===== config.mk =====
export PLATFORM = sky130hd
export DESIGN_NAME = battery_ocv_bilinear_lookup_unit_flat
export DESIGN_NICKNAME = d
export VERILOG_FILES = /design/src/hdl/bolu_pkg.sv /design/src/hdl/bolu_if.sv /design/src/hdl/battery_ocv_bilinear_lookup_unit.sv /design/src/hdl/bolu_front.sv /design/src/hdl/bolu_interp.sv /design/src/hdl/bolu_scale.sv /design/src/flat_wrapper.sv
export SDC_FILE = /design/constraint.sdc
export NUM_CORES = 2
export LEC_CHECK = 0
export BUFFER_PORTS_ARGS = -buffer_cell sky130_fd_sc_hd__buf_2
export CAP_MARGIN = 10
export CELL_PAD_IN_SITES_DETAIL_PLACEMENT = 0
export CELL_PAD_IN_SITES_GLOBAL_PLACEMENT = 1
export CORE_ASPECT_RATIO = 1.4
export CORE_MARGIN = 5
export CORE_UTILIZATION = 45
export CTS_CLUSTER_SIZE = 24
export DETAILED_ROUTE_END_ITERATION = 8
export GPL_TIMING_DRIVEN = 1
export PLACE_DENSITY_LB_ADDON = 0.1
export SYNTH_ARGS = -nofsm -noshare
export SYNTH_HDL_FRONTEND = slang
export SYNTH_HIERARCHICAL = 1
export SYNTH_SLANG_ARGS = --single-unit

===== constraint.sdc =====
create_clock -name clock -period 10.41 [get_ports clock]
set_clock_uncertainty 0.1 [all_clocks]
set_input_delay 1.041 -clock clock [delete_from_list [all_inputs] [get_ports clock]]
set_output_delay 1.041 -clock clock [all_outputs]
set_load 0.05 [all_outputs]

===== src/hdl/bolu_pkg.sv =====
// Types, constants and the voltage table of the OCV bilinear lookup unit.
// No dependencies; used by all RTL files but bolu_if, and by the checker.
package bolu_pkg;

   typedef logic [14:0] soc_type;
   typedef logic [9:0]  temp_type;
   typedef logic [3:0]  col_type;
   typedef logic [1:0]  row_idx_type;
   typedef logic [11:0] sfrac_type;
   typedef logic [8:0]  tfrac_type;
   typedef logic [12:0] mv_type;
   typedef logic [23:0] lerp_type;
   typedef logic [32:0] acc_type;
   typedef logic [20:0] quot_type;
   typedef logic [21:0] recip_type;
   typedef logic [42:0] recip_prod_type;
   typedef logic [15:0] ocv_type;

   localparam int SocCols  = 11;
   localparam int TempRows = 3;

   localparam soc_type   SocMaxQ8   = 15'd25600;
   localparam temp_type  TempMaxQ4  = 10'd800;
   localparam sfrac_type SocSeg     = 12'd2560;
   localparam tfrac_type TempSeg    = 9'd400;
   localparam col_type   LastCol    = 4'd9;
   localparam acc_type   RoundBias  = 33'd51200;
   localparam int        QuotShift  = 12;
   localparam int        RecipShift = 26;
   localparam recip_type Recip25    = 22'd2684355;
   localparam int        PipeDepth  = 6;

   localparam mv_type OcvRomMv [TempRows][SocCols] = '{
      '{13'd3000, 13'd3300, 13'd3450, 13'd3550, 13'd3650, 13'd3700,
        13'd3750, 13'd3850, 13'd3950, 13'd4050, 13'd4150},
      '{13'd3100, 13'd3400, 13'd3550, 13'd3650, 13'd3720, 13'd3800,
        13'd3900, 13'd4000, 13'd4050, 13'd4120, 13'd4200},
      '{13'd3150, 13'd3450, 13'd3580, 13'd3680, 13'd3750, 13'd3850,
        13'd3950, 13'd4030, 13'd4100, 13'd4170, 13'd4220}
   };

   typedef struct packed {
      soc_type  soc;
      temp_type temp;
      col_type  col;
      logic     row;
   } seg_type;

   typedef struct packed {
      mv_type    v00;
      mv_type    v01;
      mv_type    v10;
      mv_type    v11;
      sfrac_type fs;
      tfrac_type ft;
   } corner_type;

   typedef struct packed {
      lerp_type  lo;
      lerp_type  hi;
      tfrac_type ft;
   } lerp_pair_type;

endpackage


===== src/hdl/bolu_if.sv =====
// Valid/ready channel interfaces for the request and response words.
// No dependencies.
interface bolu_req_if;
   logic               valid;
   logic               ready;
   logic signed [15:0] soc_q8;
   logic signed [11:0] temp_q4;

   modport source (output valid, soc_q8, temp_q4, input ready);
   modport sink (input valid, soc_q8, temp_q4, output ready);
endinterface

interface bolu_rsp_if;
   logic        valid;
   logic        ready;
   logic [15:0] ocv_tenth_mv;

   modport source (output valid, ocv_tenth_mv, input ready);
   modport sink (input valid, ocv_tenth_mv, output ready);
endinterface


===== src/hdl/battery_ocv_bilinear_lookup_unit.sv =====
// Battery open-circuit voltage lookup by bilinear interpolation over a 3x11 table.
// Depends on bolu_pkg, bolu_if, bolu_front, bolu_interp and bolu_scale.
// An accepted request word moves through the six stage registers to its response.
// One word per cycle while rsp_bus is ready; each stage holds its own valid bit.
// A stalled stage only holds up the stages behind it, so bubbles are squeezed out.
// Synchronous reset clears all valid bits; the data registers are not reset.
module battery_ocv_bilinear_lookup_unit (
   input logic       clock,
   input logic       reset,
   bolu_req_if.sink  req_bus,
   bolu_rsp_if.source rsp_bus
);

   logic                 fr_valid;
   logic                 fr_ready;
   bolu_pkg::corner_type fr_data;
   logic                 ip_valid;
   logic                 ip_ready;
   bolu_pkg::acc_type    ip_data;

   bolu_front u_front (
      .clock     (clock),
      .reset     (reset),
      .in_valid  (req_bus.valid),
      .in_ready  (req_bus.ready),
      .in_soc    (req_bus.soc_q8),
      .in_temp   (req_bus.temp_q4),
      .out_valid (fr_valid),
      .out_ready (fr_ready),
      .out_data  (fr_data)
   );

   bolu_interp u_interp (
      .clock     (clock),
      .reset     (reset),
      .in_valid  (fr_valid),
      .in_ready  (fr_ready),
      .in_data   (fr_data),
      .out_valid (ip_valid),
      .out_ready (ip_ready),
      .out_data  (ip_data)
   );

   bolu_scale u_scale (
      .clock     (clock),
      .reset     (reset),
      .in_valid  (ip_valid),
      .in_ready  (ip_ready),
      .in_data   (ip_data),
      .out_valid (rsp_bus.valid),
      .out_ready (rsp_bus.ready),
      .out_data  (rsp_bus.ocv_tenth_mv)
   );

endmodule


===== src/hdl/bolu_front.sv =====
// Front two pipeline stages: input clamping, segment selection, weights and table reads.
// Depends on bolu_pkg.
module bolu_front (
   input  logic                  clock,
   input  logic                  reset,
   input  logic                  in_valid,
   output logic                  in_ready,
   input  logic signed [15:0]    in_soc,
   input  logic signed [11:0]    in_temp,
   output logic                  out_valid,
   input  logic                  out_ready,
   output bolu_pkg::corner_type  out_data
);

   logic                 va_ff;
   logic                 vb_ff;
   logic                 en_a;
   logic                 en_b;
   bolu_pkg::soc_type    soc_c;
   bolu_pkg::temp_type   temp_c;
   bolu_pkg::seg_type    seg_in;
   bolu_pkg::seg_type    seg_ff;
   bolu_pkg::corner_type crn_in;
   bolu_pkg::corner_type crn_ff;
   bolu_pkg::row_idx_type row_lo;
   bolu_pkg::row_idx_type row_hi;
   bolu_pkg::col_type    col_hi;

   assign en_b     = !vb_ff || out_ready;
   assign en_a     = !va_ff || en_b;
   assign in_ready = en_a;

   always_comb begin
      if (in_soc[15]) begin
         soc_c = '0;
      end else if (in_soc[14:0] > bolu_pkg::SocMaxQ8) begin
         soc_c = bolu_pkg::SocMaxQ8;
      end else begin
         soc_c = in_soc[14:0];
      end
      if (in_temp[11]) begin
         temp_c = '0;
      end else if (in_temp[10:0] > 11'(bolu_pkg::TempMaxQ4)) begin
         temp_c = bolu_pkg::TempMaxQ4;
      end else begin
         temp_c = in_temp[9:0];
      end
   end

   always_comb begin
      seg_in      = '0;
      seg_in.soc  = soc_c;
      seg_in.temp = temp_c;
      for (int k = 1; k <= int'(bolu_pkg::LastCol); k++) begin
         if (soc_c >= bolu_pkg::soc_type'(k * int'(bolu_pkg::SocSeg))) begin
            seg_in.col = bolu_pkg::col_type'(k);
         end
      end
      seg_in.row = (temp_c >= bolu_pkg::temp_type'(bolu_pkg::TempSeg));
   end

   assign row_lo = {1'b0, seg_ff.row};
   assign row_hi = row_lo + 2'd1;
   assign col_hi = seg_ff.col + 4'd1;

   always_comb begin
      crn_in.fs  = bolu_pkg::sfrac_type'(seg_ff.soc
                   - bolu_pkg::soc_type'(seg_ff.col)
                   * bolu_pkg::soc_type'(bolu_pkg::SocSeg));
      crn_in.ft  = bolu_pkg::tfrac_type'(seg_ff.temp
                   - (seg_ff.row ? bolu_pkg::temp_type'(bolu_pkg::TempSeg) : '0));
      crn_in.v00 = bolu_pkg::OcvRomMv[row_lo][seg_ff.col];
      crn_in.v01 = bolu_pkg::OcvRomMv[row_lo][col_hi];
      crn_in.v10 = bolu_pkg::OcvRomMv[row_hi][seg_ff.col];
      crn_in.v11 = bolu_pkg::OcvRomMv[row_hi][col_hi];
   end

   always_ff @(posedge clock) begin
      if (reset) begin
         va_ff <= 1'b0;
         vb_ff <= 1'b0;
      end else begin
         if (en_a) begin
            va_ff <= in_valid;
         end
         if (en_b) begin
            vb_ff <= va_ff;
         end
      end
   end

   always_ff @(posedge clock) begin
      if (en_a && in_valid) begin
         seg_ff <= seg_in;
      end
      if (en_b && va_ff) begin
         crn_ff <= crn_in;
      end
   end

   assign out_valid = vb_ff;
   assign out_data  = crn_ff;

endmodule


===== src/hdl/bolu_interp.sv =====
// Middle two pipeline stages: interpolation along charge, then along temperature.
// Depends on bolu_pkg.
module bolu_interp (
   input  logic                  clock,
   input  logic                  reset,
   input  logic                  in_valid,
   output logic                  in_ready,
   input  bolu_pkg::corner_type  in_data,
   output logic                  out_valid,
   input  logic                  out_ready,
   output bolu_pkg::acc_type     out_data
);

   logic                    vc_ff;
   logic                    vd_ff;
   logic                    en_c;
   logic                    en_d;
   bolu_pkg::sfrac_type     ws;
   bolu_pkg::tfrac_type     wt;
   bolu_pkg::lerp_pair_type lp_in;
   bolu_pkg::lerp_pair_type lp_ff;
   bolu_pkg::acc_type       n_in;
   bolu_pkg::acc_type       n_ff;

   assign en_d     = !vd_ff || out_ready;
   assign en_c     = !vc_ff || en_d;
   assign in_ready = en_c;

   assign ws = bolu_pkg::SocSeg - in_data.fs;

   always_comb begin
      lp_in.lo = bolu_pkg::lerp_type'(in_data.v00) * bolu_pkg::lerp_type'(ws)
               + bolu_pkg::lerp_type'(in_data.v01) * bolu_pkg::lerp_type'(in_data.fs);
      lp_in.hi = bolu_pkg::lerp_type'(in_data.v10) * bolu_pkg::lerp_type'(ws)
               + bolu_pkg::lerp_type'(in_data.v11) * bolu_pkg::lerp_type'(in_data.fs);
      lp_in.ft = in_data.ft;
   end

   assign wt   = bolu_pkg::TempSeg - lp_ff.ft;
   assign n_in = bolu_pkg::acc_type'(lp_ff.lo) * bolu_pkg::acc_type'(wt)
               + bolu_pkg::acc_type'(lp_ff.hi) * bolu_pkg::acc_type'(lp_ff.ft);

   always_ff @(posedge clock) begin
      if (reset) begin
         vc_ff <= 1'b0;
         vd_ff <= 1'b0;
      end else begin
         if (en_c) begin
            vc_ff <= in_valid;
         end
         if (en_d) begin
            vd_ff <= vc_ff;
         end
      end
   end

   always_ff @(posedge clock) begin
      if (en_c && in_valid) begin
         lp_ff <= lp_in;
      end
      if (en_d && vc_ff) begin
         n_ff <= n_in;
      end
   end

   assign out_valid = vd_ff;
   assign out_data  = n_ff;

endmodule


===== src/hdl/bolu_scale.sv =====
// Last two pipeline stages: rounding and scaling of the weighted sum to 0.1 mV.
// Depends on bolu_pkg; the second stage is the output register of the block.
module bolu_scale (
   input  logic               clock,
   input  logic               reset,
   input  logic               in_valid,
   output logic               in_ready,
   input  bolu_pkg::acc_type  in_data,
   output logic               out_valid,
   input  logic               out_ready,
   output bolu_pkg::ocv_type  out_data
);

   logic                     ve_ff;
   logic                     vf_ff;
   logic                     en_e;
   logic                     en_f;
   bolu_pkg::acc_type        sum;
   bolu_pkg::quot_type       q_in;
   bolu_pkg::quot_type       q_ff;
   bolu_pkg::recip_prod_type prod;
   bolu_pkg::ocv_type        res_in;
   bolu_pkg::ocv_type        res_ff;

   assign en_f     = !vf_ff || out_ready;
   assign en_e     = !ve_ff || en_f;
   assign in_ready = en_e;

   // The sum over 102400 is split into a shift by 4096 and a divide by 25.
   assign sum  = in_data + bolu_pkg::RoundBias;
   assign q_in = bolu_pkg::quot_type'(sum >> bolu_pkg::QuotShift);

   assign prod   = bolu_pkg::recip_prod_type'(q_ff)
                 * bolu_pkg::recip_prod_type'(bolu_pkg::Recip25);
   assign res_in = bolu_pkg::ocv_type'(prod >> bolu_pkg::RecipShift);

   always_ff @(posedge clock) begin
      if (reset) begin
         ve_ff <= 1'b0;
         vf_ff <= 1'b0;
      end else begin
         if (en_e) begin
            ve_ff <= in_valid;
         end
         if (en_f) begin
            vf_ff <= ve_ff;
         end
      end
   end

   always_ff @(posedge clock) begin
      if (en_e && in_valid) begin
         q_ff <= q_in;
      end
      if (en_f && ve_ff) begin
         res_ff <= res_in;
      end
   end

   assign out_valid = vf_ff;
   assign out_data  = res_ff;

endmodule


===== src/flat_wrapper.sv =====
// flat-port wrapper written by rule: the top's interface ports become plain ports
module battery_ocv_bilinear_lookup_unit_flat 
  (clock, reset, req_bus_valid, req_bus_soc_q8, req_bus_temp_q4, req_bus_ready, rsp_bus_valid, rsp_bus_ocv_tenth_mv, rsp_bus_ready);
  bolu_req_if req_bus_i ();
  bolu_rsp_if rsp_bus_i ();
  input logic clock;
  input logic reset;
  input wire logic [$bits(req_bus_i.valid)-1:0] req_bus_valid;
  input wire logic [$bits(req_bus_i.soc_q8)-1:0] req_bus_soc_q8;
  input wire logic [$bits(req_bus_i.temp_q4)-1:0] req_bus_temp_q4;
  output wire logic [$bits(req_bus_i.ready)-1:0] req_bus_ready;
  output wire logic [$bits(rsp_bus_i.valid)-1:0] rsp_bus_valid;
  output wire logic [$bits(rsp_bus_i.ocv_tenth_mv)-1:0] rsp_bus_ocv_tenth_mv;
  input wire logic [$bits(rsp_bus_i.ready)-1:0] rsp_bus_ready;
  assign req_bus_i.valid = req_bus_valid;
  assign req_bus_i.soc_q8 = req_bus_soc_q8;
  assign req_bus_i.temp_q4 = req_bus_temp_q4;
  assign req_bus_ready = req_bus_i.ready;
  assign rsp_bus_valid = rsp_bus_i.valid;
  assign rsp_bus_ocv_tenth_mv = rsp_bus_i.ocv_tenth_mv;
  assign rsp_bus_i.ready = rsp_bus_ready;
  battery_ocv_bilinear_lookup_unit u_core (.clock(clock), .reset(reset), .req_bus(req_bus_i), .rsp_bus(rsp_bus_i));
endmodule

Word-level counts from Yosys, hierarchy flattened
Cells that the tools add are included.
{"block": "totals", "ff_bits": 232, "wordCells": 111, "output_inout_bits": 18, "inputBits": 32}
{"block": "op_classes", "bitwise_logic": 4, "reduce_logical": 19, "n_addsub": 10, "mul": 8, "n_mux": 31, "magnitude_cmp": 16}
{"op": "$bmux W143 S2", "n": 2}
{"op": "$mux W143", "n": 4}
{"op": "$bmux W13 S4", "n": 4}
{"op": "$mux W13", "n": 8}
{"op": "$mul A13 B12 Y24", "n": 4}
{"op": "$mul A24 B9 Y33", "n": 2}
{"op": "$add A24 B24 Y24", "n": 2}
{"op": "$ge A15 B14 Y1 const B", "n": 3}
{"op": "$ge A15 B15 Y1 const B", "n": 3}
{"op": "$mul A21 B22 Y42 const B", "n": 1}
{"op": "$add A33 B16 Y33 const B", "n": 1}
{"op": "$add A33 B33 Y33", "n": 1}
{"op": "$ge A15 B13 Y1 const B", "n": 2}
{"op": "$mux W15", "n": 2}
{"op": "$mux W4", "n": 6}
{"op": "$mux W10", "n": 2}
{"op": "$ge A15 B12 Y1 const B", "n": 1}
{"op": "$gt A15 B15 Y1 const B", "n": 1}
{"op": "$sub A12 B12 Y12", "n": 1}
{"op": "$sub A12 B12 Y12 const A", "n": 1}
{"op": "$gt A11 B10 Y1 const B", "n": 1}
{"op": "$ge A10 B9 Y1 const B", "n": 1}
{"op": "$ge A5 B5 Y1 const B", "n": 2}
{"op": "$not A4 Y5", "n": 2}
{"op": "other kinds (14)", "n": 31}

Longest topological paths before layout
{"block": "depth", "ltp_word": 12, "ltp_mapped": 31, "mapped_depth_nobuf": 27}

Cells and area by module
The synthesis kept the hierarchy.
{"module": "bolu_interp", "cells_each": 3915, "area_each_um2": 36374.9, "n_inst": 1, "seq_area_each_um2": 2742.6}
{"module": "bolu_scale", "cells_each": 855, "area_each_um2": 9140.0, "n_inst": 1, "seq_area_each_um2": 1151.1}
{"module": "bolu_front", "cells_each": 473, "area_each_um2": 5136.2, "n_inst": 1, "seq_area_each_um2": 2832.7}

Worst setup path after synthesis
Ideal clock, no wire load.
{"block": "synth_path", "kind": "register -> register", "start": "register u_core.u_front.crn_ff, in the netlist u_core/u_front/out_data[10]", "end": "register u_core/u_interp/lp_ff[32] (netlist bit) (data pin)", "path_buffers": 3, "stages_incl_launch_ff": 29, "synth_period_minus_slack_ns": 7.596, "slack_ns": 2.814, "required_time_ns": 10.051, "setup_ns": 0.259, "arrival_time_ns": 7.237, "path_cell_list": "edfxtp_1 -> clkbuf_1 -> clkbuf_1 -> inv_1 -> ha_1 -> nand2_1 -> o41ai_1 -> xnor2_1 -> clkbuf_1 -> nand2_1 -> fa_1 -> fa_1 -> inv_1 -> fa_1 -> inv_1 -> fa_1 -> inv_1 -> fa_1 -> fa_1 -> inv_1 -> fa_1 -> inv_1 -> ha_1 -> or2_2 -> a21boi_0 -> a31oi_1 -> a311o_1 -> a21oi_1 -> xnor2_1"}
{"element": "from (decl)", "line": "bolu_front.sv:24", "rtl": "bolu_pkg::corner_type crn_ff;"}
{"element": "from (signal assigned)", "line": "bolu_front.sv:97", "rtl": "crn_ff <= crn_in;"}
{"element": "to (signal assigned)", "line": "bolu_interp.sv:59", "rtl": "lp_ff <= lp_in;"}
{"element": "to (decl)", "line": "bolu_interp.sv:21", "rtl": "bolu_pkg::lerp_pair_type lp_ff;"}

==> impl_results.md <==
- Hpwl dp: 111000 um
- Die W: 292 um
- DRC Markers: 0
- Vias per cell: 5.10
- HP Class: register to register
- Maximum root-to-sink buffer count: 3
- Antenna violations before repair: 2
- Ys Warns: 6
- CTS tree: yes
- Row count: 145
- Slowest stage cell, crit path: edfxtp_1
- Slowest stage delay, CP: 0.87 ns
- Clk_lat worst skew: 0.60 ns
- Die area: 118000 um^2
- Status: completed
- DR vias: 33700
- CTS sink count: 215
- Share of cells above drive strength 1: 4.06%
- Buffer count from post-CTS setup fixing: 0
- Worst-path clk slew: 0.08 ns
- Crit path time final: 8.63 ns
- CORE AREA: 111000 um^2
- Vias in the first global route: 37700
- Startpoint Class: register
- Core Util, Final: 47.5%
- Initial core utilization: 45.1%
- Chip Height: 405 um
- CTS root buffer: clkbuf_16
- Slew headroom: 20.1%
- IO Count: 50
- 1st-iter DRT viols: 1488
- Reg2reg setup slack: 1.78 ns
- Top cell by count, worst path: fa_1
- Antenna viol nets, final: 0
- Cts repair resizes: 0
- Grt ovf: 0
- Post-Synthesis Mean Instance Area: 9.63 um^2
- DR pass1 iterations: 5
- Post-CTS Hold Fix Bufs: 0
- Largest net degree at the start of global routing: 59
- # H-tree levels: 1
- Worst hold margin: 0.306 ns
- Setup TNS: 0 ns
- Total GRT Usage: 23.3%
- CP Capture Type: register
- Number of nets in the layout: 6693
- Fmax: 116 MHz
- First-pass GRT wire length: 214000 um
- Final setup fails: 0
- CP arrival: 8.87 ns
- Area Overhead vs Synth: 5.16%
- Max-cap check violation count: 0
- Final hold vios: 0
- Slew @ Worst Pin: 1.20 ns
- Wire per inst: 20.2 um
- CTS buffer count: 27
- RSZ-0062 raised after global routing: no
- Gate Count Post-Synth: 5214
- CP Class: register to register
- Routability cong.: 0.848
- Final Max Slew Viols: 0
- Tcrit/Tclk final: 82.9%
- IO buf count: 49
- Drt total wl: 134000 um
- Post-synthesis cell area: 50200 um^2
- Worst path required time: 10.64 ns
- Max FO, Critical Path: 30
-- worst paths after layout --
path	startpoint	endpoint	depth (start not counted)
setup / recovery	u_core/u_front/out_data[10]$_DFFE_PP_	u_core/u_interp/lp_ff[32]$_DFFE_PP_	25
hold / removal	u_core/u_front/seg_ff[17]$_DFFE_PP_	u_core/u_front/out_data[11]$_DFFE_PP_	0
setup reg to reg	u_core/u_front/out_data[10]$_DFFE_PP_	u_core/u_interp/lp_ff[32]$_DFFE_PP_	25
hold reg to reg	u_core/u_front/seg_ff[17]$_DFFE_PP_	u_core/u_front/out_data[11]$_DFFE_PP_	0
-- critical path, delay by kind of cell, from the launching register on --
kind / cells / cell delay (ns)
buf+inv: 5 / 0.25
xor+xnor: 2 / 0.75
fa+ha+maj: 8 / 3.78
flops: 1 / 0.87
simple gates: 5 / 1.33
compound gates: 5 / 1.26
-- flip-flops by register name (all words and copies together) (netlist names), 16 cells and up --
name                      flops
u_core/u_front/out_data      67
u_core/u_scale/out_data      16
u_core/u_scale/q_ff          21
u_core/u_interp/out_data     22
u_core/u_interp/lp_ff        57
u_core/u_front/seg_ff        25
-- cell type report --
cell class | instances | area (um^2)
clock inverters | 21 | 268
clock buffers | 29 | 693
flip-flops and latches | 215 | 6400
well taps | 1470 | 1840
diodes | 1 | 2.50
repair buffers | 101 | 636
multi-input cells | 3537 | 38400
fillers | 10700 | 58400
inverters | 1222 | 4590
-- through the flow --
step           worst slack [ns]  cells  area (um^2)
3_3_place_gp               1.83   6545        51800
5_1_grt                    1.23   6595        52800
4_1_cts                    1.65   6595        52800
2_1_floorplan              2.81   5217        50200
6_report                   1.78   6596        52800
3_5_place_dp               1.67   6545        51800
-- metal layers --
layer	part of all wire, %	GRT usage [%]
met1	37	26.1
met2	58	47.2
met3	2.0	1.32
met4	3.4	6.67
met5	0	0
-- cells in the final DEF, fill, tap and decap left out, types with 28 or more instances in the layout --
| cell | count |
|---|---|
| edfxtp_1 | 209 |
| nand3_1 | 28 |
| xor2_1 | 29 |
| and2_1 | 459 |
| buf_4 | 52 |
| nand2_1 | 709 |
| inv_1 | 1220 |
| o21ai_0 | 61 |
| a21o_1 | 35 |
| a21oi_1 | 102 |
| nand2b_1 | 28 |
| xnor2_1 | 94 |
| ha_1 | 516 |
| nor2_1 | 116 |
| buf_2 | 49 |
| fa_1 | 1041 |
Power is left out: the tool's default activity adds up to more than one toggle a clock period on the data nets, which glitch-free logic cannot reach.
